<file path="src/rtl/point_box_distance_top_defines.svh">
// Assertion macros used by the point_box_distance top module.
// Expects clk and arst_n in the scope of use; no other dependencies.
`ifndef POINT_BOX_DISTANCE_TOP_DEFINES_SVH
`define POINT_BOX_DISTANCE_TOP_DEFINES_SVH

// same-cycle implication
`define PBD_ASSERT_IMPLIES(lbl, ante, cons, msg) \
	lbl: assert property (@(posedge clk) disable iff (!arst_n) (ante) |-> (cons)) \
		else $error(msg);

// next-cycle implication
`define PBD_ASSERT_NEXT(lbl, ante, cons, msg) \
	lbl: assert property (@(posedge clk) disable iff (!arst_n) (ante) |=> (cons)) \
		else $error(msg);

`endif

</file>
<file path="src/rtl/pbd_pkg.sv">
// Package for point_box_distance: register indexes and fixed widths.
// No dependencies.
package pbd_pkg;

	localparam int CFG_IDX_W  = 3;
	localparam int DIST_W     = 17;
	localparam int SQRT_IN_W  = 2 * DIST_W;
	localparam int SQRT_REM_W = DIST_W + 3;
	localparam int FIFO_DEPTH = 4;
	localparam int FIFO_PTR_W = 2;
	localparam int FIFO_CNT_W = 3;

	typedef enum logic [CFG_IDX_W-1:0] {
		REG_LOW_X  = 3'd0,
		REG_HIGH_X = 3'd1,
		REG_LOW_Y  = 3'd2,
		REG_HIGH_Y = 3'd3,
		REG_LOW_Z  = 3'd4,
		REG_HIGH_Z = 3'd5
	} pbd_reg_t;

	localparam int NUM_REGS = 6;

endpackage

</file>
<file path="src/rtl/pbd_fifo.sv">
// Small transaction queue between front and back ends.
// Depends on pbd_pkg.
module pbd_fifo #(
	parameter int WIDTH = 51
) (
	input  logic             clk,
	input  logic             arst_n,
	input  logic             push_valid,
	output logic             push_ready,
	input  logic [WIDTH-1:0] push_data,
	output logic             pop_valid,
	input  logic             pop_ready,
	output logic [WIDTH-1:0] pop_data
);

	logic [WIDTH-1:0]                  mem_q [pbd_pkg::FIFO_DEPTH];
	logic [pbd_pkg::FIFO_PTR_W-1:0]    wr_ptr_q;
	logic [pbd_pkg::FIFO_PTR_W-1:0]    rd_ptr_q;
	logic [pbd_pkg::FIFO_CNT_W-1:0]    count_q;
	logic                              push;
	logic                              pop;

	assign push_ready = (count_q != pbd_pkg::FIFO_CNT_W'(pbd_pkg::FIFO_DEPTH));
	assign pop_valid  = (count_q != '0);
	assign push       = push_valid && push_ready;
	assign pop        = pop_valid && pop_ready;
	assign pop_data   = mem_q[rd_ptr_q];

	always_ff @(posedge clk or negedge arst_n) begin
		if (!arst_n) begin
			wr_ptr_q <= '0;
			rd_ptr_q <= '0;
			count_q  <= '0;
		end else begin
			if (push) wr_ptr_q <= wr_ptr_q + 1'b1;
			if (pop) rd_ptr_q <= rd_ptr_q + 1'b1;
			if (push && !pop) count_q <= count_q + 1'b1;
			else if (pop && !push) count_q <= count_q - 1'b1;
		end
	end

	always_ff @(posedge clk) begin
		if (push) mem_q[wr_ptr_q] <= push_data;
	end

endmodule

</file>
<file path="config.mk">
export PLATFORM = sky130hd
export DESIGN_NAME = pbd_fifo
export DESIGN_NICKNAME = d
export VERILOG_FILES = /design/src/rtl/point_box_distance_top_defines.svh /design/src/rtl/pbd_pkg.sv /design/src/rtl/pbd_fifo.sv
export SDC_FILE = /design/constraint.sdc
export NUM_CORES = 1
export LEC_CHECK = 0
export BUFFER_PORTS_ARGS = -buffer_cell sky130_fd_sc_hd__buf_4
export CORE_ASPECT_RATIO = 1.5
export CORE_MARGIN = 2
export CORE_UTILIZATION = 56
export CTS_CLUSTER_SIZE = 20
export DETAILED_ROUTE_END_ITERATION = 10
export PLACE_DENSITY = 0.86
export SETUP_SLACK_MARGIN = 0.15
export SYNTH_ARGS = -nofsm -noshare
export SYNTH_HDL_FRONTEND = slang
export SYNTH_SLANG_ARGS = --single-unit
</file>
<file path="constraint.sdc">
create_clock -name clk -period 2.9 [get_ports clk]
set_clock_uncertainty 0.05 [all_clocks]
set_input_delay 0.145 -clock clk [delete_from_list [all_inputs] [get_ports clk]]
set_output_delay 0.145 -clock clk [all_outputs]
set_load 0.02 [all_outputs]
</file>
After elaboration in Yosys (flattened, before gate mapping)
Memories as Yosys holds them, arrays and structs flattened.
Index checks and enable logic that the tools add are counted.
- bits in registers: 7
- bits in writable memories: 204
- memories: 1
- memories (memory ; words ; width ; rd ports ; clocked after Yosys merged registers in ; write ports ; RTL line ; RTL):
    mem_q ; 4 ; 51 ; 1 ; 0 ; 1 ; pbd_fifo.sv:16 ; logic [WIDTH-1:0] mem_q [pbd_pkg::FIFO_DEPTH];
- $add $sub $neg: 4
- equal/unequal tests: 1
- mux-type cells: 4
- reduce and logical (&&, ||, !) cells: 8
- operator list (kind ; number):
    two-way mux 3 bit ; 2
    adder 2 x 1 -> 2 bit (second input constant) ; 2
    logical AND 1 bit ; 4
    adder 3 x 1 -> 3 bit (second input constant) ; 1
    != test 3 bit (second input constant) ; 1
    nonzero test 3 bit ; 1
    subtractor 3 x 1 -> 3 bit (second input constant) ; 1
    logical NOT 1 bit ; 2
    two-way mux 1 bit ; 2
    nonzero test 2 bit ; 1

Logic depth before layout (Yosys ltp)
- word-level depth: 6
- gate-level depth with buffers: 8

Worst setup path before layout
Ideal clock, no wire load.
- path kind: reg-to-reg
- start point: register count_q[0] (netlist name)
- end point: memory mem_q[0][0], enable pin
- arrival: 1.990 ns
- required time: 2.436 ns
- setup slack: 0.446 ns
- cell stages (with the launch flop): 4
- period minus slack after synthesis: 2.454 ns
- cells stage by stage: dfrtp_1 > nor2_1 > a21boi_2 > and2_1
- cells in the longest elaborated chain, start to end: 4
- ends and longest elaborated chain (item ; RTL line ; RTL):
    start: declaration ; pbd_fifo.sv:19 ; logic [pbd_pkg::FIFO_CNT_W-1:0] count_q;
    start signal: assignment ; pbd_fifo.sv:37 ; if (push && !pop) count_q <= count_q + 1'b1;
    start signal: assignment ; pbd_fifo.sv:38 ; else if (pop && !push) count_q <= count_q - 1'b1;
    != test 3 bit ; pbd_fifo.sv:23 ; assign push_ready = (count_q != pbd_pkg::FIFO_CNT_W'(pbd_pkg::FIFO_DEPTH));
    logical AND 1 bit ; pbd_fifo.sv:25 ; assign push = push_valid && push_ready;
    named net push ; pbd_fifo.sv:20 ; logic push;
    two-way mux 1 bit ; pbd_fifo.sv:43 ; if (push) mem_q[wr_ptr_q] <= push_data;
    two-way mux 1 bit (implied by the code) ; pbd_fifo.sv:43 ;
    end: declaration ; pbd_fifo.sv:16 ;
The timed path passes the listed nets, and every way through them passes these cells.

Worst setup path in the final report
- start point: register rd_ptr_q[0] (netlist name)
- end point: output pop_data[38]
- cells in the longest elaborated chain, start to end: 1
- ends and longest elaborated chain (item ; RTL line ; RTL):
    start: declaration ; pbd_fifo.sv:18 ; logic [pbd_pkg::FIFO_PTR_W-1:0] rd_ptr_q;
    start signal: assignment ; pbd_fifo.sv:36 ; if (pop) rd_ptr_q <= rd_ptr_q + 1'b1;
    memory read (4 x 51 bit) ; -- ;
    end: declaration ; pbd_fifo.sv:13 ; output logic [WIDTH-1:0] pop_data
Every way passes these cells.

==> impl_results.md <==
* Status: completed
* Filler cells at 734
* CP Capture Type: output port
* Reg-to-Reg Start: count_q[1]
* Final Hold Fails at 0
* Highest routed metal layer: met4
* CTS buffer count at 19
* RSZ-0062 raised after global routing: no
* Hold depth at 3
* Synth area leader: edfxtp_1
* Mux contribution to synthesized area at 0.151
* Part of the power in combinational logic at 0.341
* Seq pwr share at 0.423
* Synth Area in Simple Gates at 0.00655
* Clock power share at 0.236
* Seq/Total Area, Yosys at 0.804
* Gr ovfl total at 0
* Top cell type's share of synthesized area at 0.782
* Cells after Synth at 302
* Area Growth Syn to Fin at 27.6%
* MaxCap Viol Count at 0
* Port bufs at 107
* Vias at 3798
* Drc violations at 0
* Internal Power at 7.09 mW
* Clk pin slew, worst setup/hold paths at 0.07 ns
* Initial core utilization at 0.576
* Top cells by area, synth: edfxtp_1 78%, mux4_2 14%, dfrtp_1 2.2%
* DRT Pass-1 Iters at 4
* Number of synthesized register bits at 211
* Post-CTS resize count at 0
* Crit path kind: register to output port
* Wirelength per Cell at 24.1 um
* Slew @ Worst Pin at 0.569 ns
* Power Density at 1030 mW/mm2
* Multi-input gate area at 0.00139 mm2
* Synth Area in XOR/XNOR at 0.00671
* Worst VDD drop at 582 uV
* Detail Route Antenna Nets at 0
* Final WL at 15.9 mm
* Setup_tns at 0 ns
* Row Count at 52
* Sequential Area at 0.00631 mm2
* Initial antenna violation count at 1
* Avg Cell Area, Syn at 25.9 um2
* Nets at 543
* Die H at 149 um
* FFs w/ async S/R, synth at 0.0332
* Reg-to-reg slack, setup at 0.72 ns
* I/O Pins at 108
* Largest net degree at the start of global routing at 52
* Adder-cell share of the synthesized area at 0.0105
* Ys flop type: edfxtp_1
* Largest family of logic cells by synthesized area: multiplexers
* Top-count cell post-synth: edfxtp_1
* Syn nets at 363
* Top cells by count, synth: 204 x edfxtp_1, 48 x mux4_2, 7 x dfrtp_1
* Fraction of layout cells with a size suffix above 1 at 0.410
* Synth cell types at 20
* Finish-stage setup viols at 0
* Fin. max-slew vios at 0
* Core area at 0.0136 mm2
* Vias in the first global route at 4019
* HP Class: input port to register
* Post-Syn Area at 0.00783 mm2
* Overall Global Routing Usage at 0.214
* CP startpoint: rd_ptr_q[0]
* Worst skew pair latency at 0.49 ns
* CTS hold repair buffers at 54
* Worst hold margin at 0.0750 ns
* CP endpoint: pop_data[38]
* Final core utilization at 0.735
* DR WL met2 at 8.77 mm
* GPL Wtd Cong at 0.773
* Fmax at 0.404 GHz
* CP Launch Type: register
* Die area at 0.0150 mm2
* DP HPWL at 8.84 mm
* Arrival time worst endpoint at 2.28 ns
* Psw at 3.19 mW
* Met3 wire len at 741 um
* First-pass GRT wire length at 23.3 mm
* Terminus of the critical flop-to-flop path: count_q[2]
* P_leak at 3.50 nW
* M1 wire length at 5.92 mm
* Clock sink count at 211
* Sw frac at 0.311
* CTS tree: done
* Synth warn at 0
* Number of synthesized flops with an enable pin at 204
* Max FO, Critical Path at 22
* CP required at 2.71 ns
* Fin crit share at 0.853
* FF-to-FF path depth at 8
* Synth Area in Compound Gates at 0.00144
* Worst slew margin at 0.621
* Vias per std cell at 5.77
* DRT iter0 DRCs at 243
* Clock Tree Buf Depth at 3
* Post-layout min period at 2.47 ns
* Die width at 101 um
* Root Buffer: clkbuf_16
* Post-CTS Setup Repair Bufs at 0
* H-tree levels at 1
-- power groups by stage --
stage	combinational (mW)	sequential [mW]	clock, mW
6_report	3.50	4.35	2.43
2_1_floorplan	2.36	4.22	0
3_5_place_dp	3.43	4.40	0
4_1_cts	3.52	4.36	2.47
5_1_grt	3.68	4.40	2.58
3_3_place_gp	3.39	4.33	0
-- flip-flops by register name, indices dropped and copies added, names as in the netlist --
signal and cells:
count_q 3, wr_ptr_q 2, rd_ptr_q 2, mem_q 204
-- per-stage QoR --
stage | cell area (um2) | total power, mW | instances | setup slack (ns)
2_1_floorplan | 7830 | 6.58 | 302 | 0.446
3_3_place_gp | 8850 | 7.71 | 569 | 0.826
3_5_place_dp | 8850 | 7.83 | 569 | 0.755
4_1_cts | 9990 | 10.4 | 657 | 0.364
5_1_grt | 9990 | 10.7 | 658 | 0.321
6_report | 9990 | 10.3 | 658 | 0.425
-- critical path, stage by stage, from the launching register on --
cell and delay [ns]:
dfrtp_4 0.71, buf_4 0.30, mux4_2 0.57, buf_4 0.18
-- worst min path at each step --
stage                    start           to  slack (ns)
floorplan               arst_n   count_q[0]       -0.20
global placement        arst_n   count_q[0]       -0.09
detailed placement      arst_n   count_q[0]       -0.08
CTS                 push_valid  wr_ptr_q[0]        0.06
global route        push_valid  wr_ptr_q[0]        0.09
finish              push_valid  wr_ptr_q[0]        0.07
-- logic make-up (layout without fill, tap and decap cells) --
family                   after synthesis  in the layout
buffers and inverters                 15            208
XOR/XNOR                               6              6
other                                  0              1
AO/OA/AOI/OAI                          1              1
flip-flops                           211            211
AND/OR/NAND/NOR                       10             10
adder cells (fa/ha/maj)                6              6
multiplexers                          53             53
-- layer usage --
metal  global-route usage  up-vias
li1                     -     1640
met1                0.268     1973
met2                0.378      159
met5                    0        -
met4               0.0836        0
met3               0.0309       26
-- cells in the final DEF, fill, tap and decap left out, types with 2 or more instances in the layout --
master         count
and2_2             4
buf_12             5
buf_4            112
bufinv_16          2
clkbuf_1           2
clkbuf_16         19
clkinv_1           3
clkinv_2           4
clkinvlp_4         3
dfrtp_1            5
dlygate4sd3_1     54
edfxtp_1         204
ha_1               5
inv_1              3
mux2_2             2
mux4_1             3
mux4_2            48
nand2_1            2
nor2_1             2
xnor2_1            4
xor2_1             2
-- cell type report --
type / instances / share of cell area
well taps: 162 / 0.0203
multi-input cells: 76 / 0.139
inverters: 3 / 0.00113
flip-flops and latches: 211 / 0.631
clock buffers: 21 / 0.0483
repair buffers: 171 / 0.148
clock inverters: 13 / 0.0123
diodes: 1 / 0.000250
(Power assumes the default switching activity.)
