===== src/rtl/point_box_distance_top_defines.svh =====
// Assertion macros used by the point_box_distance top module.
// Expects clk and arst_n in the scope of use; no other dependencies.
`ifndef POINT_BOX_DISTANCE_TOP_DEFINES_SVH
`define POINT_BOX_DISTANCE_TOP_DEFINES_SVH

// same-cycle implication
`define PBD_ASSERT_IMPLIES(lbl, ante, cons, msg) \
	lbl: assert property (@(posedge clk) disable iff (!arst_n) (ante) |-> (cons)) \
		else $error(msg);

// next-cycle implication
`define PBD_ASSERT_NEXT(lbl, ante, cons, msg) \
	lbl: assert property (@(posedge clk) disable iff (!arst_n) (ante) |=> (cons)) \
		else $error(msg);

`endif


===== src/rtl/pbd_pkg.sv =====
// Package for point_box_distance: register indexes and fixed widths.
// No dependencies.
package pbd_pkg;

	localparam int CFG_IDX_W  = 3;
	localparam int DIST_W     = 17;
	localparam int SQRT_IN_W  = 2 * DIST_W;
	localparam int SQRT_REM_W = DIST_W + 3;
	localparam int FIFO_DEPTH = 4;
	localparam int FIFO_PTR_W = 2;
	localparam int FIFO_CNT_W = 3;

	typedef enum logic [CFG_IDX_W-1:0] {
		REG_LOW_X  = 3'd0,
		REG_HIGH_X = 3'd1,
		REG_LOW_Y  = 3'd2,
		REG_HIGH_Y = 3'd3,
		REG_LOW_Z  = 3'd4,
		REG_HIGH_Z = 3'd5
	} pbd_reg_t;

	localparam int NUM_REGS = 6;

endpackage


===== src/rtl/pbd_front.sv =====
// Front end: box registers, per-axis nearest-face distance and bounds check.
// Depends on pbd_pkg.
module pbd_front #(
	parameter int COORD_BITS = 16
) (
	input  logic                          clk,
	input  logic                          arst_n,
	input  logic                          cfg_we,
	input  logic [pbd_pkg::CFG_IDX_W-1:0] cfg_index,
	input  logic [COORD_BITS-1:0]         cfg_data,
	input  logic                          point_valid,
	output logic                          point_ready,
	input  logic [COORD_BITS-1:0]         point_x,
	input  logic [COORD_BITS-1:0]         point_y,
	input  logic [COORD_BITS-1:0]         point_z,
	output logic                          item_valid,
	input  logic                          item_ready,
	output logic [3*COORD_BITS-1:0]       item_near,
	output logic [2:0]                    item_within
);

	localparam int CB = COORD_BITS;

	logic signed [CB-1:0]   box_q [pbd_pkg::NUM_REGS];
	logic signed [CB-1:0]   pt [3];
	logic [CB-1:0]          near_c [3];
	logic [2:0]             within_c;
	logic                   valid_s1;
	logic [3*CB-1:0]        near_s1;
	logic [2:0]             within_s1;

	always_ff @(posedge clk or negedge arst_n) begin
		if (!arst_n) begin
			for (int i = 0; i < pbd_pkg::NUM_REGS; i++) box_q[i] <= '0;
		end else if (cfg_we && (cfg_index <= pbd_pkg::REG_HIGH_Z)) begin
			box_q[cfg_index] <= cfg_data;
		end
	end

	assign pt[0] = point_x;
	assign pt[1] = point_y;
	assign pt[2] = point_z;

	for (genvar a = 0; a < 3; a++) begin : g_axis
		logic signed [CB-1:0] lo;
		logic signed [CB-1:0] hi;
		logic signed [CB:0]   dl_w;
		logic signed [CB:0]   dh_w;
		logic signed [CB:0]   dl_n;
		logic signed [CB:0]   dh_n;
		logic [CB-1:0]        dl;
		logic [CB-1:0]        dh;

		assign lo   = box_q[2*a];
		assign hi   = box_q[2*a+1];
		assign dl_w = {pt[a][CB-1], pt[a]} - {lo[CB-1], lo};
		assign dh_w = {pt[a][CB-1], pt[a]} - {hi[CB-1], hi};
		assign dl_n = -dl_w;
		assign dh_n = -dh_w;
		assign dl   = dl_w[CB] ? dl_n[CB-1:0] : dl_w[CB-1:0];
		assign dh   = dh_w[CB] ? dh_n[CB-1:0] : dh_w[CB-1:0];
		assign near_c[a]   = (dl < dh) ? dl : dh;
		assign within_c[a] = (pt[a] >= lo) && (pt[a] <= hi);
	end

	assign point_ready = !valid_s1 || item_ready;

	always_ff @(posedge clk or negedge arst_n) begin
		if (!arst_n) begin
			valid_s1 <= 1'b0;
		end else if (point_ready) begin
			valid_s1 <= point_valid;
		end
	end

	always_ff @(posedge clk) begin
		if (point_valid && point_ready) begin
			near_s1   <= {near_c[2], near_c[1], near_c[0]};
			within_s1 <= within_c;
		end
	end

	assign item_valid  = valid_s1;
	assign item_near   = near_s1;
	assign item_within = within_s1;

endmodule


===== config.mk =====
export PLATFORM = sky130hd
export DESIGN_NAME = pbd_front
export DESIGN_NICKNAME = d
export VERILOG_FILES = /design/src/rtl/point_box_distance_top_defines.svh /design/src/rtl/pbd_pkg.sv /design/src/rtl/pbd_front.sv
export SDC_FILE = /design/constraint.sdc
export NUM_CORES = 1
export LEC_CHECK = 0
export ABC_AREA = 1
export BUFFER_PORTS_ARGS = -buffer_cell sky130_fd_sc_hd__buf_2
export CAP_MARGIN = 20
export CORE_MARGIN = 8
export CORE_UTILIZATION = 55
export DETAILED_ROUTE_END_ITERATION = 16
export HOLD_SLACK_MARGIN = 0.05
export PLACE_DENSITY = 0.85
export SLEW_MARGIN = 30
export SYNTH_ARGS = -nofsm -noshare
export SYNTH_HDL_FRONTEND = slang
export SYNTH_SLANG_ARGS = --single-unit

===== constraint.sdc =====
create_clock -name clk -period 4.39 [get_ports clk]
set_clock_uncertainty 0.1 [all_clocks]
set_input_delay 0.878 -clock clk [delete_from_list [all_inputs] [get_ports clk]]
set_output_delay 0.878 -clock clk [all_outputs]
set_load 0.005 [all_outputs]

==> After elaboration in Yosys (flattened, before gate mapping) <==
Index checks and enable logic that the tools add are counted.
{ "op_classes": {"muxes": 12, "reduce_logical": 8, "addsub": 12, "bitwise": 1, "magnitude_cmp": 12} }
{ "ops": {"columns": ["operator", "n"], "rows": [
  ["$mux W16", 10],
  ["$sub A16 B16 Y17", 6],
  ["$bwmux W96", 1],
  ["$neg A16 Y16", 6],
  ["$demux W16 S3", 1],
  ["$ge A16 B16 Y1", 3],
  ["$le A16 B16 Y1", 3],
  ["$lt A16 B16 Y1", 3],
  ["$logic_and A1 B1 Y1", 6],
  ["$ge A4 B4 Y1 const B", 1],
  ["$lt A4 B1 Y1 const B", 1],
  ["$not A3 Y4", 1],
  ["$le A3 B3 Y1 const B", 1],
  ["$logic_not A1 Y1", 1],
  ["$logic_or A1 B1 Y1", 1]
]} }
{ "totals": {"output_inout_bits": 53, "reg_bits": 148, "input_bits": 72, "elab_cells": 54} }

==> Longest topological paths before layout <==
{ "depth": {"depth_word": 6, "ltp_mapped": 28, "mapped_depth_nobuf": 27} }

==> Worst setup path before layout <==
No wires, ideal clock.
{ "synth_timing": {"path_kind": "in2reg", "start": "in point_y[0]", "end": "reg near_s1[17], in the netlist item_near[17], data pin", "arrival_time_ns": 4.104, "required_ns": 4.025, "n_path_buf": 1, "slack_ns": -0.079, "stages": 22, "setup_ns": 0.265, "cell_sequence": "inv_1 > ha_1 > inv_1 > fa_1 > nand2_1 > nand2_1 > nor3_1 > nand3_1 > nor2_1 > nand3_1 > nor2_1 > nand2_1 > nand2_1 > nand3_1 > and2_1 > ha_1 > a21oi_1 > o21ai_0 > a21oi_1 > a21boi_1 > buf_2 > o21ai_0"} }
{ "synth_lines": {"columns": ["item", "line_no", "rtl"], "rows": [
  ["start: declaration", "pbd_front.sv:14", "input logic [COORD_BITS-1:0] point_y,"],
  ["end signal: assignment", "pbd_front.sv:78", "near_s1 <= {near_c[2], near_c[1], near_c[0]};"],
  ["end: declaration", "pbd_front.sv:29", "logic [3*CB-1:0] near_s1;"]
]} }

==> flow_metrics.env <==
export IMPL_cts_tree="yes"
export IMPL_worst_skew_pair_late_latency_ns=0.45
export IMPL_cts_buffer_depth=2
export IMPL_postCtsHoldBufs=0
export IMPL_grt_pass1_vias=15500
export IMPL_antenna_cells=0
export IMPL_required_ns=4.47
export IMPL_synthTopCellsByCount="nand2_1 (891), inv_1 (443), nand3_1 (155)"
export IMPL_worstSetupPathType="primary input to flip-flop"
export IMPL_synth_nets=2678
export IMPL_start_util_pct=55.6
export IMPL_tns_ns=0
export IMPL_drc_errors=0
export IMPL_path_cells="buf_2 > inv_1 > ha_1 > fa_1 > inv_1 > nand3_1 > nand2_2 > nand2_1 > nand2_1 > buf_4 > nand3_1 > nor2_1 > nand2_1 > nor2_2 > nand2_1 > nand2_1 > xor2_1 > ha_1 > nand2_1 > o21ai_0 > a21oi_2 > a21boi_4 > buf_6 > o21ai_0"
export IMPL_maxSlewViolCount=0
export IMPL_ant_nets=0
export IMPL_vias=16500
export IMPL_r2r_cells=22
export IMPL_row_count=61
export IMPL_setup_viol=0
export IMPL_cp_slowest_stage_delay_ns=0.39
export IMPL_drive_gt1_share_pct=16.3
export IMPL_cap_viol_max_count=0
export IMPL_switchingPower_uw=5710
export IMPL_clock_root_buffer="clkbuf_16"
export IMPL_r2r_end="item_near[3]$_DFFE_PP_"
export IMPL_synth_edf_count=51
export IMPL_syn_area_mm2=0.0154
export IMPL_worst_ep_arrival_time_ns=4.34
export IMPL_total_power_uw=12000
export IMPL_track_usage_pct=26.8
export IMPL_ir_worst_vdd_uv=506
export IMPL_gp_congestion=0.983
export IMPL_p_int_uw=6290
export IMPL_die_h_um=183
export IMPL_r2r_slack_ns=0.28
export IMPL_antenna_found_initial=0
export IMPL_clock_sinks=148
export IMPL_final_util_pct=67.3
export IMPL_synthToLayoutAreaGrowth_pct=20.9
export IMPL_reg2reg_from="g_axis[0].hi[0]$_DFFE_PN0P_"
export IMPL_cts_htree_levels=4
export IMPL_crit_top_cell="nand2_1"
export IMPL_nets=2975
export IMPL_yosys_warnings=0
export IMPL_crit_slowest_cell="fa_1"
export IMPL_viasPerCell=5.25
export IMPL_top_layer_used="met4"
export IMPL_core_area_mm2=0.0277
export IMPL_cts_made_buffers=17
export IMPL_wl_met1_mm=20.4
export IMPL_critPathMaxFanout=7
export IMPL_dieArea_mm2=0.0336
export IMPL_p_leak_uw=0.0106
export IMPL_period_minus_slack_ns=4.26
export IMPL_seqPwrFrac_pct=18.6
export IMPL_grt_setup_unrepaired="true"
export IMPL_fin_crit_sh_pct=97.0
export IMPL_p_comb_share_pct=68.9
export IMPL_crit_path_end_kind="flip-flop"
export IMPL_routed_wl_met3_mm=2.98
export IMPL_async_flop_share_pct=65.5
export IMPL_wl_met2_mm=21.6
export IMPL_post_dp_hpwl_mm=37.7
export IMPL_power_frac_clock_pct=12.6
export IMPL_swShare_pct=47.6
export IMPL_synth_ff_type="dfrtp_1"
export IMPL_grt_start_max_net_pins=75
export IMPL_synth_top_area_share_pct=21.7
export IMPL_dp_slack_ns=-0.343
export IMPL_start_kind="primary input"
export IMPL_post_synth_top_count_cell="nand2_1"
export IMPL_ys_types=42
export IMPL_grt_ovfl_total=0
export IMPL_syn_area_per_cell_um2=6.30
export IMPL_layout_setup_ws_ns=0.130
export IMPL_portBuffers=124
export IMPL_slew_headroom_pct=38.7
export IMPL_ys_seq_elements=148
export IMPL_clk_pin_slew_ns=0.08
export IMPL_dr_pass1_iters=8
export IMPL_routedWlPerCell_um=14.8
export IMPL_power_density_mw_per_mm2=644
export IMPL_hp_class="primary input to asynchronous set/reset pin"
export IMPL_ioPinCount=125
export IMPL_holdWs_ns=0.330
export IMPL_wl_mm=46.3
export IMPL_synth_area_leader_cell="nand2_1"
export IMPL_drt_iter0_drc=1256
export IMPL_worstMarginPinSlew_ns=0.917
export IMPL_status="complete, no violations"
export IMPL_die_w_um=183
export IMPL_synth_seq_area_share_pct=25.7
export IMPL_hold_viol=0
export IMPL_yosys_top_cells_area="nand2_1 (22%), dfrtp_1 (16%), ha_1 (12%)"
export IMPL_fmax_mhz=235
export IMPL_synthCells=2447
export IMPL_grt_pass1_wl_mm=72.9
layer usage:
layer,vias to the layer above,global-route usage [%]
met5,-,0
met4,0,9.56
met3,98,3.66
met2,511,45.8
met1,7530,34.1
li1,8322,-
critical path: cells and delay by family:
kind | cells | cell delay (ns)
buffers and inverters | 5 | 0.50
XOR/XNOR | 1 | 0.27
AND/OR/NAND/NOR | 11 | 1.12
adder cells (fa/ha/maj) | 3 | 0.90
AO/OA/AOI/OAI | 4 | 0.67
how the worst max path moves through the flow:
| stage | from | to |
|---|---|---|
| final | point_x[0] | item_near[3]$_DFFE_PP_ |
| after floorplan | point_x[0] | item_near[10]$_DFFE_PP_ |
| after global routing | point_x[0] | item_near[3]$_DFFE_PP_ |
| after detailed placement | point_y[0] | item_near[17]$_DFFE_PP_ |
| after CTS | point_y[0] | item_near[17]$_DFFE_PP_ |
| after global placement | point_y[0] | item_near[17]$_DFFE_PP_ |
logic make-up after synthesis:
group | after synthesis | share of synthesized area (%)
AO/OA/AOI/OAI | 289 | 10.0
flip-flops | 148 | 25.7
XOR/XNOR | 60 | 3.90
buffers and inverters | 489 | 12.1
AND/OR/NAND/NOR | 1302 | 35.1
adder cells (fa/ha/maj) | 159 | 13.2
through the flow:
stage,instance area [um2],cells
finish,18600,3135
global route,18600,3135
CTS,18400,3132
detailed placement,17800,3100
global placement,17800,3100
floorplan,15400,2447
cell usage in the layout, fill, tap and decap left out, drive strengths merged:
master | netlist | routed
nand2 | 908 | 908
inv | 453 | 459
buf | 11 | 314
o21ai | 179 | 179
nand3 | 157 | 157
ha | 153 | 153
nor2 | 142 | 142
dfrtp | 97 | 97
a21oi | 86 | 86
edfxtp | 51 | 51
xor2 | 37 | 37
nand4 | 30 | 30
nand3b | 29 | 29
xnor2 | 23 | 23
nor3 | 22 | 22
clkbuf | 25 | 17
and2 | 9 | 9
a31oi | 8 | 8
clkinv | 0 | 8
fa | 6 | 6
a21o | 5 | 5
or2 | 5 | 5
o31ai | 3 | 3
o21a | 2 | 2
a21boi | 2 | 2
o22ai | 2 | 2
a221oi | 2 | 2
clkinvlp | 0 | 1
state kept, by name, indices dropped and copies added (netlist names):
register and flops:
g_axis.lo 48, g_axis.hi 48, item_within 3, item_near 48, item_valid 1
power by group through the flow:
stage                     registers [uW]  clock network [uW]  logic, uW
after detailed placement            2250                   0       7840
after global routing                2270                1580       9260
final                               2230                1510       8260
after global placement              2240                   0       7470
after CTS                           2220                1520       7890
after floorplan                     2260                   0       4970
what timing repair did:
action                                  CTS  global route
setup buffers                             0             1
endpoints found under the setup margin    0            48
gates resized for setup                   0            56
layout make-up:
type	instances	area, um2
Inverter	453	1700
Tap cell	378	473
Sequential cell	148	3960
Timing Repair Buffer	314	2100
Multi-Input combinational cell	1810	9800
Fill cell	2427	9060
Clock buffer	17	425
Clock inverter	15	185
Note: power is estimated with default switching activity, not from simulation.
