<file path="src/rtl/point_box_distance_top_defines.svh">
// Assertion macros used by the point_box_distance top module.
// Expects clk and arst_n in the scope of use; no other dependencies.
`ifndef POINT_BOX_DISTANCE_TOP_DEFINES_SVH
`define POINT_BOX_DISTANCE_TOP_DEFINES_SVH

// same-cycle implication
`define PBD_ASSERT_IMPLIES(lbl, ante, cons, msg) \
	lbl: assert property (@(posedge clk) disable iff (!arst_n) (ante) |-> (cons)) \
		else $error(msg);

// next-cycle implication
`define PBD_ASSERT_NEXT(lbl, ante, cons, msg) \
	lbl: assert property (@(posedge clk) disable iff (!arst_n) (ante) |=> (cons)) \
		else $error(msg);

`endif

</file>
<file path="src/rtl/pbd_pkg.sv">
// Package for point_box_distance: register indexes and fixed widths.
// No dependencies.
package pbd_pkg;

	localparam int CFG_IDX_W  = 3;
	localparam int DIST_W     = 17;
	localparam int SQRT_IN_W  = 2 * DIST_W;
	localparam int SQRT_REM_W = DIST_W + 3;
	localparam int FIFO_DEPTH = 4;
	localparam int FIFO_PTR_W = 2;
	localparam int FIFO_CNT_W = 3;

	typedef enum logic [CFG_IDX_W-1:0] {
		REG_LOW_X  = 3'd0,
		REG_HIGH_X = 3'd1,
		REG_LOW_Y  = 3'd2,
		REG_HIGH_Y = 3'd3,
		REG_LOW_Z  = 3'd4,
		REG_HIGH_Z = 3'd5
	} pbd_reg_t;

	localparam int NUM_REGS = 6;

endpackage

</file>
<file path="src/rtl/pbd_isqrt.sv">
// Pipelined floor square root, one result bit per stage, saturating output.
// Depends on pbd_pkg.
module pbd_isqrt (
	input  logic                          clk,
	input  logic                          en,
	input  logic                          sat_in,
	input  logic [pbd_pkg::SQRT_IN_W-1:0] value_in,
	output logic [pbd_pkg::DIST_W-1:0]    root_out
);

	localparam int STAGES = pbd_pkg::DIST_W;
	localparam int IN_W   = pbd_pkg::SQRT_IN_W;
	localparam int REM_W  = pbd_pkg::SQRT_REM_W;

	logic [REM_W-1:0]  rem_q  [STAGES];
	logic [STAGES-1:0] root_q [STAGES];
	logic [IN_W-1:0]   val_q  [STAGES];
	logic              sat_q  [STAGES];

	for (genvar g = 0; g < STAGES; g++) begin : g_stage
		logic [REM_W-1:0]  rem_prev;
		logic [STAGES-1:0] root_prev;
		logic [IN_W-1:0]   val_prev;
		logic              sat_prev;
		logic [REM_W-1:0]  rem_sh;
		logic [REM_W-1:0]  trial;
		logic              ge;
		logic [STAGES-1:0] root_nxt;

		if (g == 0) begin : g_first
			assign rem_prev  = '0;
			assign root_prev = '0;
			assign val_prev  = value_in;
			assign sat_prev  = sat_in;
		end else begin : g_next
			assign rem_prev  = rem_q[g-1];
			assign root_prev = root_q[g-1];
			assign val_prev  = val_q[g-1];
			assign sat_prev  = sat_q[g-1];
		end

		assign rem_sh   = {rem_prev[REM_W-3:0], val_prev[IN_W-1 -: 2]};
		assign trial    = REM_W'({root_prev, 2'b01});
		assign ge       = (rem_sh >= trial);
		assign root_nxt = {root_prev[STAGES-2:0], ge};

		always_ff @(posedge clk) begin
			if (en) begin
				rem_q[g]  <= ge ? (rem_sh - trial) : rem_sh;
				val_q[g]  <= {val_prev[IN_W-3:0], 2'b00};
				sat_q[g]  <= sat_prev;
				root_q[g] <= ((g == STAGES - 1) && sat_prev) ? '1 : root_nxt;
			end
		end
	end

	assign root_out = root_q[STAGES-1];

endmodule

</file>
<file path="src/rtl/pbd_back.sv">
// Back end: squares, sums and square roots; ends in the result register.
// Depends on pbd_pkg and pbd_isqrt.
module pbd_back #(
	parameter int COORD_BITS = 16
) (
	input  logic                        clk,
	input  logic                        arst_n,
	input  logic                        item_valid,
	output logic                        item_ready,
	input  logic [3*COORD_BITS-1:0]     item_near,
	input  logic [2:0]                  item_within,
	output logic                        result_valid,
	input  logic                        result_ready,
	output logic                        is_inside,
	output logic [pbd_pkg::DIST_W-1:0]  outside_distance,
	output logic [pbd_pkg::DIST_W-1:0]  inside_distance
);

	localparam int CB     = COORD_BITS;
	localparam int SQ_W   = 2 * CB;
	localparam int SUM_W  = 2 * CB + 2;
	localparam int IN_W   = pbd_pkg::SQRT_IN_W;
	localparam int EXT_W  = (SUM_W > IN_W) ? SUM_W : IN_W + 1;
	localparam int STAGES = pbd_pkg::DIST_W;

	logic               en;
	logic               valid_s1;
	logic [SQ_W-1:0]    sq_s1 [3];
	logic [2:0]         within_s1;
	logic [SUM_W-1:0]   sum_out_c;
	logic [SUM_W-1:0]   sum_in_c;
	logic [EXT_W-1:0]   out_ext;
	logic [EXT_W-1:0]   in_ext;
	logic               valid_s2;
	logic               inside_s2;
	logic [IN_W-1:0]    out_s2;
	logic [IN_W-1:0]    in_s2;
	logic               sat_out_s2;
	logic               sat_in_s2;
	logic [STAGES-1:0]  vld_q;
	logic [STAGES-1:0]  inside_q;

	assign en         = !vld_q[STAGES-1] || result_ready;
	assign item_ready = en;

	always_ff @(posedge clk or negedge arst_n) begin
		if (!arst_n) begin
			valid_s1 <= 1'b0;
			valid_s2 <= 1'b0;
			vld_q    <= '0;
		end else if (en) begin
			valid_s1 <= item_valid;
			valid_s2 <= valid_s1;
			vld_q    <= {vld_q[STAGES-2:0], valid_s2};
		end
	end

	always_ff @(posedge clk) begin
		if (en) begin
			for (int a = 0; a < 3; a++) begin
				sq_s1[a] <= SQ_W'(item_near[a*CB +: CB]) * SQ_W'(item_near[a*CB +: CB]);
			end
			within_s1 <= item_within;
		end
	end

	assign sum_in_c  = SUM_W'(sq_s1[0]) + SUM_W'(sq_s1[1]) + SUM_W'(sq_s1[2]);
	assign sum_out_c = (within_s1[0] ? '0 : SUM_W'(sq_s1[0]))
	                 + (within_s1[1] ? '0 : SUM_W'(sq_s1[1]))
	                 + (within_s1[2] ? '0 : SUM_W'(sq_s1[2]));
	assign out_ext   = EXT_W'(sum_out_c);
	assign in_ext    = EXT_W'(sum_in_c);

	always_ff @(posedge clk) begin
		if (en) begin
			inside_s2  <= &within_s1;
			out_s2     <= out_ext[IN_W-1:0];
			in_s2      <= in_ext[IN_W-1:0];
			sat_out_s2 <= |out_ext[EXT_W-1:IN_W];
			sat_in_s2  <= |in_ext[EXT_W-1:IN_W];
			inside_q   <= {inside_q[STAGES-2:0], inside_s2};
		end
	end

	pbd_isqrt u_sqrt_out (
		.clk      (clk),
		.en       (en),
		.sat_in   (sat_out_s2),
		.value_in (out_s2),
		.root_out (outside_distance)
	);

	pbd_isqrt u_sqrt_in (
		.clk      (clk),
		.en       (en),
		.sat_in   (sat_in_s2),
		.value_in (in_s2),
		.root_out (inside_distance)
	);

	assign result_valid = vld_q[STAGES-1];
	assign is_inside    = inside_q[STAGES-1];

endmodule
</file>
<file path="config.mk">
export PLATFORM = sky130hd
export DESIGN_NAME = pbd_back
export DESIGN_NICKNAME = d
export VERILOG_FILES = /design/src/rtl/point_box_distance_top_defines.svh /design/src/rtl/pbd_pkg.sv /design/src/rtl/pbd_isqrt.sv /design/src/rtl/pbd_back.sv
export SDC_FILE = /design/constraint.sdc
export NUM_CORES = 2
export LEC_CHECK = 0
export BUFFER_PORTS_ARGS = -buffer_cell sky130_fd_sc_hd__buf_2
export CORE_MARGIN = 5
export CORE_UTILIZATION = 60
export DETAILED_ROUTE_END_ITERATION = 6
export PLACE_DENSITY = 0.84
export SETUP_SLACK_MARGIN = 0.5
export SYNTH_ARGS = -nofsm -noshare
export SYNTH_HDL_FRONTEND = slang
export SYNTH_SLANG_ARGS = --single-unit
</file>
<file path="constraint.sdc">
create_clock -name clk -period 83.8 [get_ports clk]
set_input_delay 8.38 -clock clk [delete_from_list [all_inputs] [get_ports clk]]
set_output_delay 8.38 -clock clk [all_outputs]
set_load 0.02 [all_outputs]
</file>
After elaboration in Yosys (flattened, before gate mapping):

Memories as Yosys holds them, arrays and structs flattened.
Cells that the tools add are included.

* add/sub/neg operators: 38
* reductions and logical operators: 3
* $mul: 3
* order comparisons: 34
* muxes and demuxes: 41

Operators by type and width (count)
* $mux 20: 34
* $ge 20x19->1: 32
* $sub 20x19->20: 32
* $mul 16x16->32: 3
* $mux 32: 3
* $add 33x32->34: 2
* $add 32x32->33: 2
* $mux 17: 2
* $sub 2x1->3 const B: 2
* $ge 2x1->1 const B: 2
* $reduce_and 3->1: 1
* $mux 1: 2
* $logic_not 1->1: 1
* $logic_or 1x1->1: 1

* logic and storage cells: 136
* input bits: 55
* memories: 9
* output and inout port bits: 37
* flip-flop bits (word level): 108
* bits in writable memories: 2476

Memory list
* u_sqrt_in.val_q: depth 17, width 32, read ports 16, clocked after memory_dff 0, wr ports 17, RTL line pbd_isqrt.sv:17 `logic [IN_W-1:0] val_q [STAGES];`
* u_sqrt_out.val_q: depth 17, width 32, read ports 16, clocked after memory_dff 0, wr ports 17, RTL line pbd_isqrt.sv:17
* u_sqrt_in.rem_q: depth 17, width 20, read ports 16, clocked after memory_dff 0, wr ports 17, RTL line pbd_isqrt.sv:15 `logic [REM_W-1:0] rem_q [STAGES];`
* u_sqrt_out.rem_q: depth 17, width 20, read ports 16, clocked after memory_dff 0, wr ports 17, RTL line pbd_isqrt.sv:15
* u_sqrt_in.root_q: depth 17, width 17, read ports 17, clocked after memory_dff 0, wr ports 17, RTL line pbd_isqrt.sv:16 `logic [STAGES-1:0] root_q [STAGES];`
* u_sqrt_out.root_q: depth 17, width 17, read ports 17, clocked after memory_dff 0, wr ports 17, RTL line pbd_isqrt.sv:16
* +3 memories

Logic depth before layout (Yosys ltp):

* depth in word-level cells: 4
* gate-level depth with buffers: 26
* depth with buffers taken out: 25

Cells and area by module:

Synthesis repeated with hierarchy kept, for this count alone.

* cell total of the unflattened synthesis: 8253
* area total of the unflattened synthesis: 98085.3 um^2

By module, submodules not included
* pbd_back: instances 1, cells each 3368, seq. area each 5940.7 um^2, area an instance 32987.9 um^2
* pbd_isqrt (u_sqrt_in): instances 1, cells each 2472, seq. area each 21290.4 um^2, area an instance 32772.7 um^2
* pbd_isqrt (u_sqrt_out): instances 1, cells each 2413, seq. area each 21290.4 um^2, area an instance 32324.8 um^2

Worst setup path after synthesis:

OpenSTA, ideal clock, no wires.

* path type: input to output
* start: input port result_ready
* end: output port item_ready
* cell stages on the path: 2
* path slack: 24299 ps
* arrival time: 51121 ps
* path buffers: 1
* required time: 75420 ps
* cells stage by stage: nand2b_1 clkbuf_1

* word-level cells in the longest chain between the ends: 1

Ends and longest elaborated chain
* start, declared: RTL line pbd_back.sv:13 `input logic result_ready,`
* $logic_or 1x1->1: RTL line pbd_back.sv:43 `assign en = !vld_q[STAGES-1] || result_ready;`
* end, declared: RTL line pbd_back.sv:9 `output logic item_ready,`

No other way between the ends.

Final worst setup path:

Same ends and word-level chain as after synthesis.

==> reports/qor.csv <==
metric,value,unit
"Clk Latency, worst-skew pair",780,ps
Yosys top cell area share,0.497,
Post-Syn Area per Cell,12.0,sq um
clock-pin slew on the worst setup and hold paths,60,ps
post-synth top area cell,edfxtp_1,
gr ovfl total,0,
antenna violations before repair,6,
XOR/XNOR Fraction of Synth Area,0.0481,
Die Y,407,microns
Synth Area in Simple Gates,0.0978,
Ports,92,
Sum Neg Setup Slack,0,ps
Reg area,47600,sq um
share of total power in sequential cells,0.354,
Rel. slew slack,0.193,
P_leak,45.1,nW
"Arr. time, crit path",9420,ps
clock power share,0.157,
PortBufs,91,
Max Fclk,56.2,MHz
Setup CP Type,in -> out,
drt first pass iters,7,
via count,57700,
DRT iter0 DRCs,4077,
Final Wtd Congestion,0.914,
CP Max Fanout,55,
post-synthesis cell count,7916,
synthesized-area fraction occupied by adder cells,0.208,
max cap viols,0,
top_reg_cell synth,edfxtp_1,
# hold bufs at CTS,0,
DP HPWL,127000,microns
Antenna Nets Post-Route,0,
CTS tree,built,
Initial Util,0.605,
P_int,2.82,mW
Comb pwr share,0.489,
WP data required,75420,ps
multiplexer area fraction after synthesis,0.00847,
Via-to-Cell Ratio,5.63,
Die ar.,166000,sq um
startpoint types,primary input,
CP Capture Type,primary output,
# resized after CTS,0,
largest net degree at the start of global routing,200,
vias in the first global route,61600,
worst min path class,reg -> reg,
GRT Resource Usage Total,0.214,
Final Net Count,9358,
Slew @ Worst Pin,1200,ps
RSZ-0062 raised after global routing,no,
synth top area cells,"edfxtp_1, fa_1, ha_1",
Routed WL per cell,17.1,microns
"Async S/R FF share, synth",0.0120,
# fillers,10800,
DIE WIDTH,407,microns
cts bufs inserted,154,
"Slew Viols, Final",0,
Layout area overhead,8.60,%
Synthesis Warnings,0,
Synth cell types,87,
"Cell Area, Synth",94800,sq um
Fin. Hold Viols,0,
Switching Fraction,0.389,
failing checks,DRC,
switching power total,1.80,mW
Post-CTS Repair Setup Buffers,0,
# DRC,1,
final wirelength,175000,microns
global-route wire length before repair,294000,microns
final setup fails,0,
main combinational cell family by area after synthesis,adder cells,
Tcrit/Tclk final,0.212,
Final Critical Period,17800,ps
CTS Buffer Depth,3,
worst vdd ir,45.3,uV
compound-cell area share of the yosys netlist,0.0800,
Multi-input gate area,41900,sq um
Rows,145,
CORE AREA,157000,sq um
outcome,"finished, violations left",
ratio of cells with drive above 1 in the final layout,0.0584,
H-tree depth,4,
sequential share of the synthesized area,0.502,
clk_skew,32.2,ps
final core occ,0.658,
P per Cell Area,44.8,nW/um^2
number of flops mapped to enable cells by yosys,1568,
Synth Register Bits,1587,
CTS Sinks,1587,
Root Driver,clkbuf_16,
-- area by class of cell --
class,count,share of cell area
sequential,1587,0.462
multi-input combinational,4928,0.407
inverter,1274,0.0465
clock buffer,176,0.0382
tap,2058,0.0250
clock inverter,107,0.0141
timing repair buffer,115,0.00666
antenna,5,0.000122
-- power groups by stage --
stage / clock (mW) / combinational, mW / sequential (mW)
4_1_cts: 0.738 / 2.25 / 1.63
6_report: 0.723 / 2.26 / 1.63
3_3_place_gp: 0 / 2.12 / 1.62
3_5_place_dp: 0 / 2.22 / 1.64
2_1_floorplan: 0 / 1.73 / 1.94
5_1_grt: 0.772 / 2.54 / 1.67
-- placed cells by master (no fill, tap or decap), drive strengths merged, types with 26 or more instances in the layout --
cell / n
inv: 1281
nor4: 52
clkinv: 67
xnor2: 310
xor2: 211
o21bai: 31
nand2b: 176
a21o: 138
edfxtp: 1568
nor3: 129
or2: 31
mux2: 63
buf: 115
nand3: 91
o21a: 108
clkbuf: 176
o21ai: 326
or3: 54
a31oi: 26
fa: 551
a21oi: 342
and3: 41
nor2: 379
ha: 692
nand4: 43
a21boi: 28
nor2b: 90
nand2: 581
a211oi: 28
o31ai: 57
and2: 144
-- cells in the mapped netlist (54+ instances only) --
cell type and n:
a21o_1 138, a21oi_1 341, and2_1 144, clkbuf_1 99, edfxtp_1 1568, fa_1 551
ha_1 692, inv_1 1273, mux2_2 61, nand2_1 581, nand2b_1 176, nand3_1 91
nor2_1 379, nor2b_1 90, nor3_1 127, o21a_1 108, o21ai_0 306, o31ai_1 55
or3_1 54, xnor2_1 310, xor2_1 211
-- final timing paths --
| check | to | startpoint | cells past startpoint | slack (ps) |
|---|---|---|---|---|
| worst max-delay path | item_ready | result_ready | 3 | 66000 |
| worst min-delay path | u_sqrt_in.val_q[0][310] | u_sqrt_in.val_q[0][276] | 0 | 400 |
| worst max register to register | u_sqrt_out.root_q[0][267] | vld_q[16] | 5 | 78730 |
| worst min register to register | u_sqrt_in.val_q[0][310] | u_sqrt_in.val_q[0][276] | 0 | 400 |
| max in group asynchronous | valid_s2 | arst_n | 1 | 75980 |
| min in group asynchronous | vld_q[14] | arst_n | 1 | 7520 |
-- stage by stage --
stage	instances	setup slack (ps)	hold slack (ps)	cell area [sq um]	total power [mW]
CTS	10200	65990	399	103000	4.62
detailed placement	9962	65990	405	97500	3.86
floorplan	7917	24300	400	94800	3.66
global placement	9962	65990	401	97500	3.74
finish	10300	66000	402	103000	4.61
global route	10200	65940	399	103000	4.98
-- metal layers --
layer	up-vias	track usage	part of all wire
met5	-	0	0.000074
li1	27400	-	-
met3	515	0.0308	0.043
met4	2	0.0947	0.046
met2	1629	0.412	0.55
met1	28100	0.231	0.36
-- critical path: stages --
cell	delay, ps
buf_2	70
nand2b_4	640
buf_2	300
-- flip-flops by register name (all words and copies together), names as in the netlist, 3 cells and up --
register           flops
in_s2                 34
inside_q              17
out_s2                34
sq_s1                 93
u_sqrt_in.rem_q      268
u_sqrt_in.root_q     153
u_sqrt_in.val_q      272
u_sqrt_out.rem_q     268
u_sqrt_out.root_q    153
u_sqrt_out.val_q     272
vld_q                 17
within_s1              3
-- logic make-up after synthesis --
logic type	Yosys count
AO/OA/AOI/OAI	1205
buffers and inverters	1402
adder cells (fa/ha/maj)	1243
flip-flops	1587
other	1
AND/OR/NAND/NOR	1885
multiplexers	72
XOR/XNOR	521
Note: power is estimated with default switching activity, not from simulation.
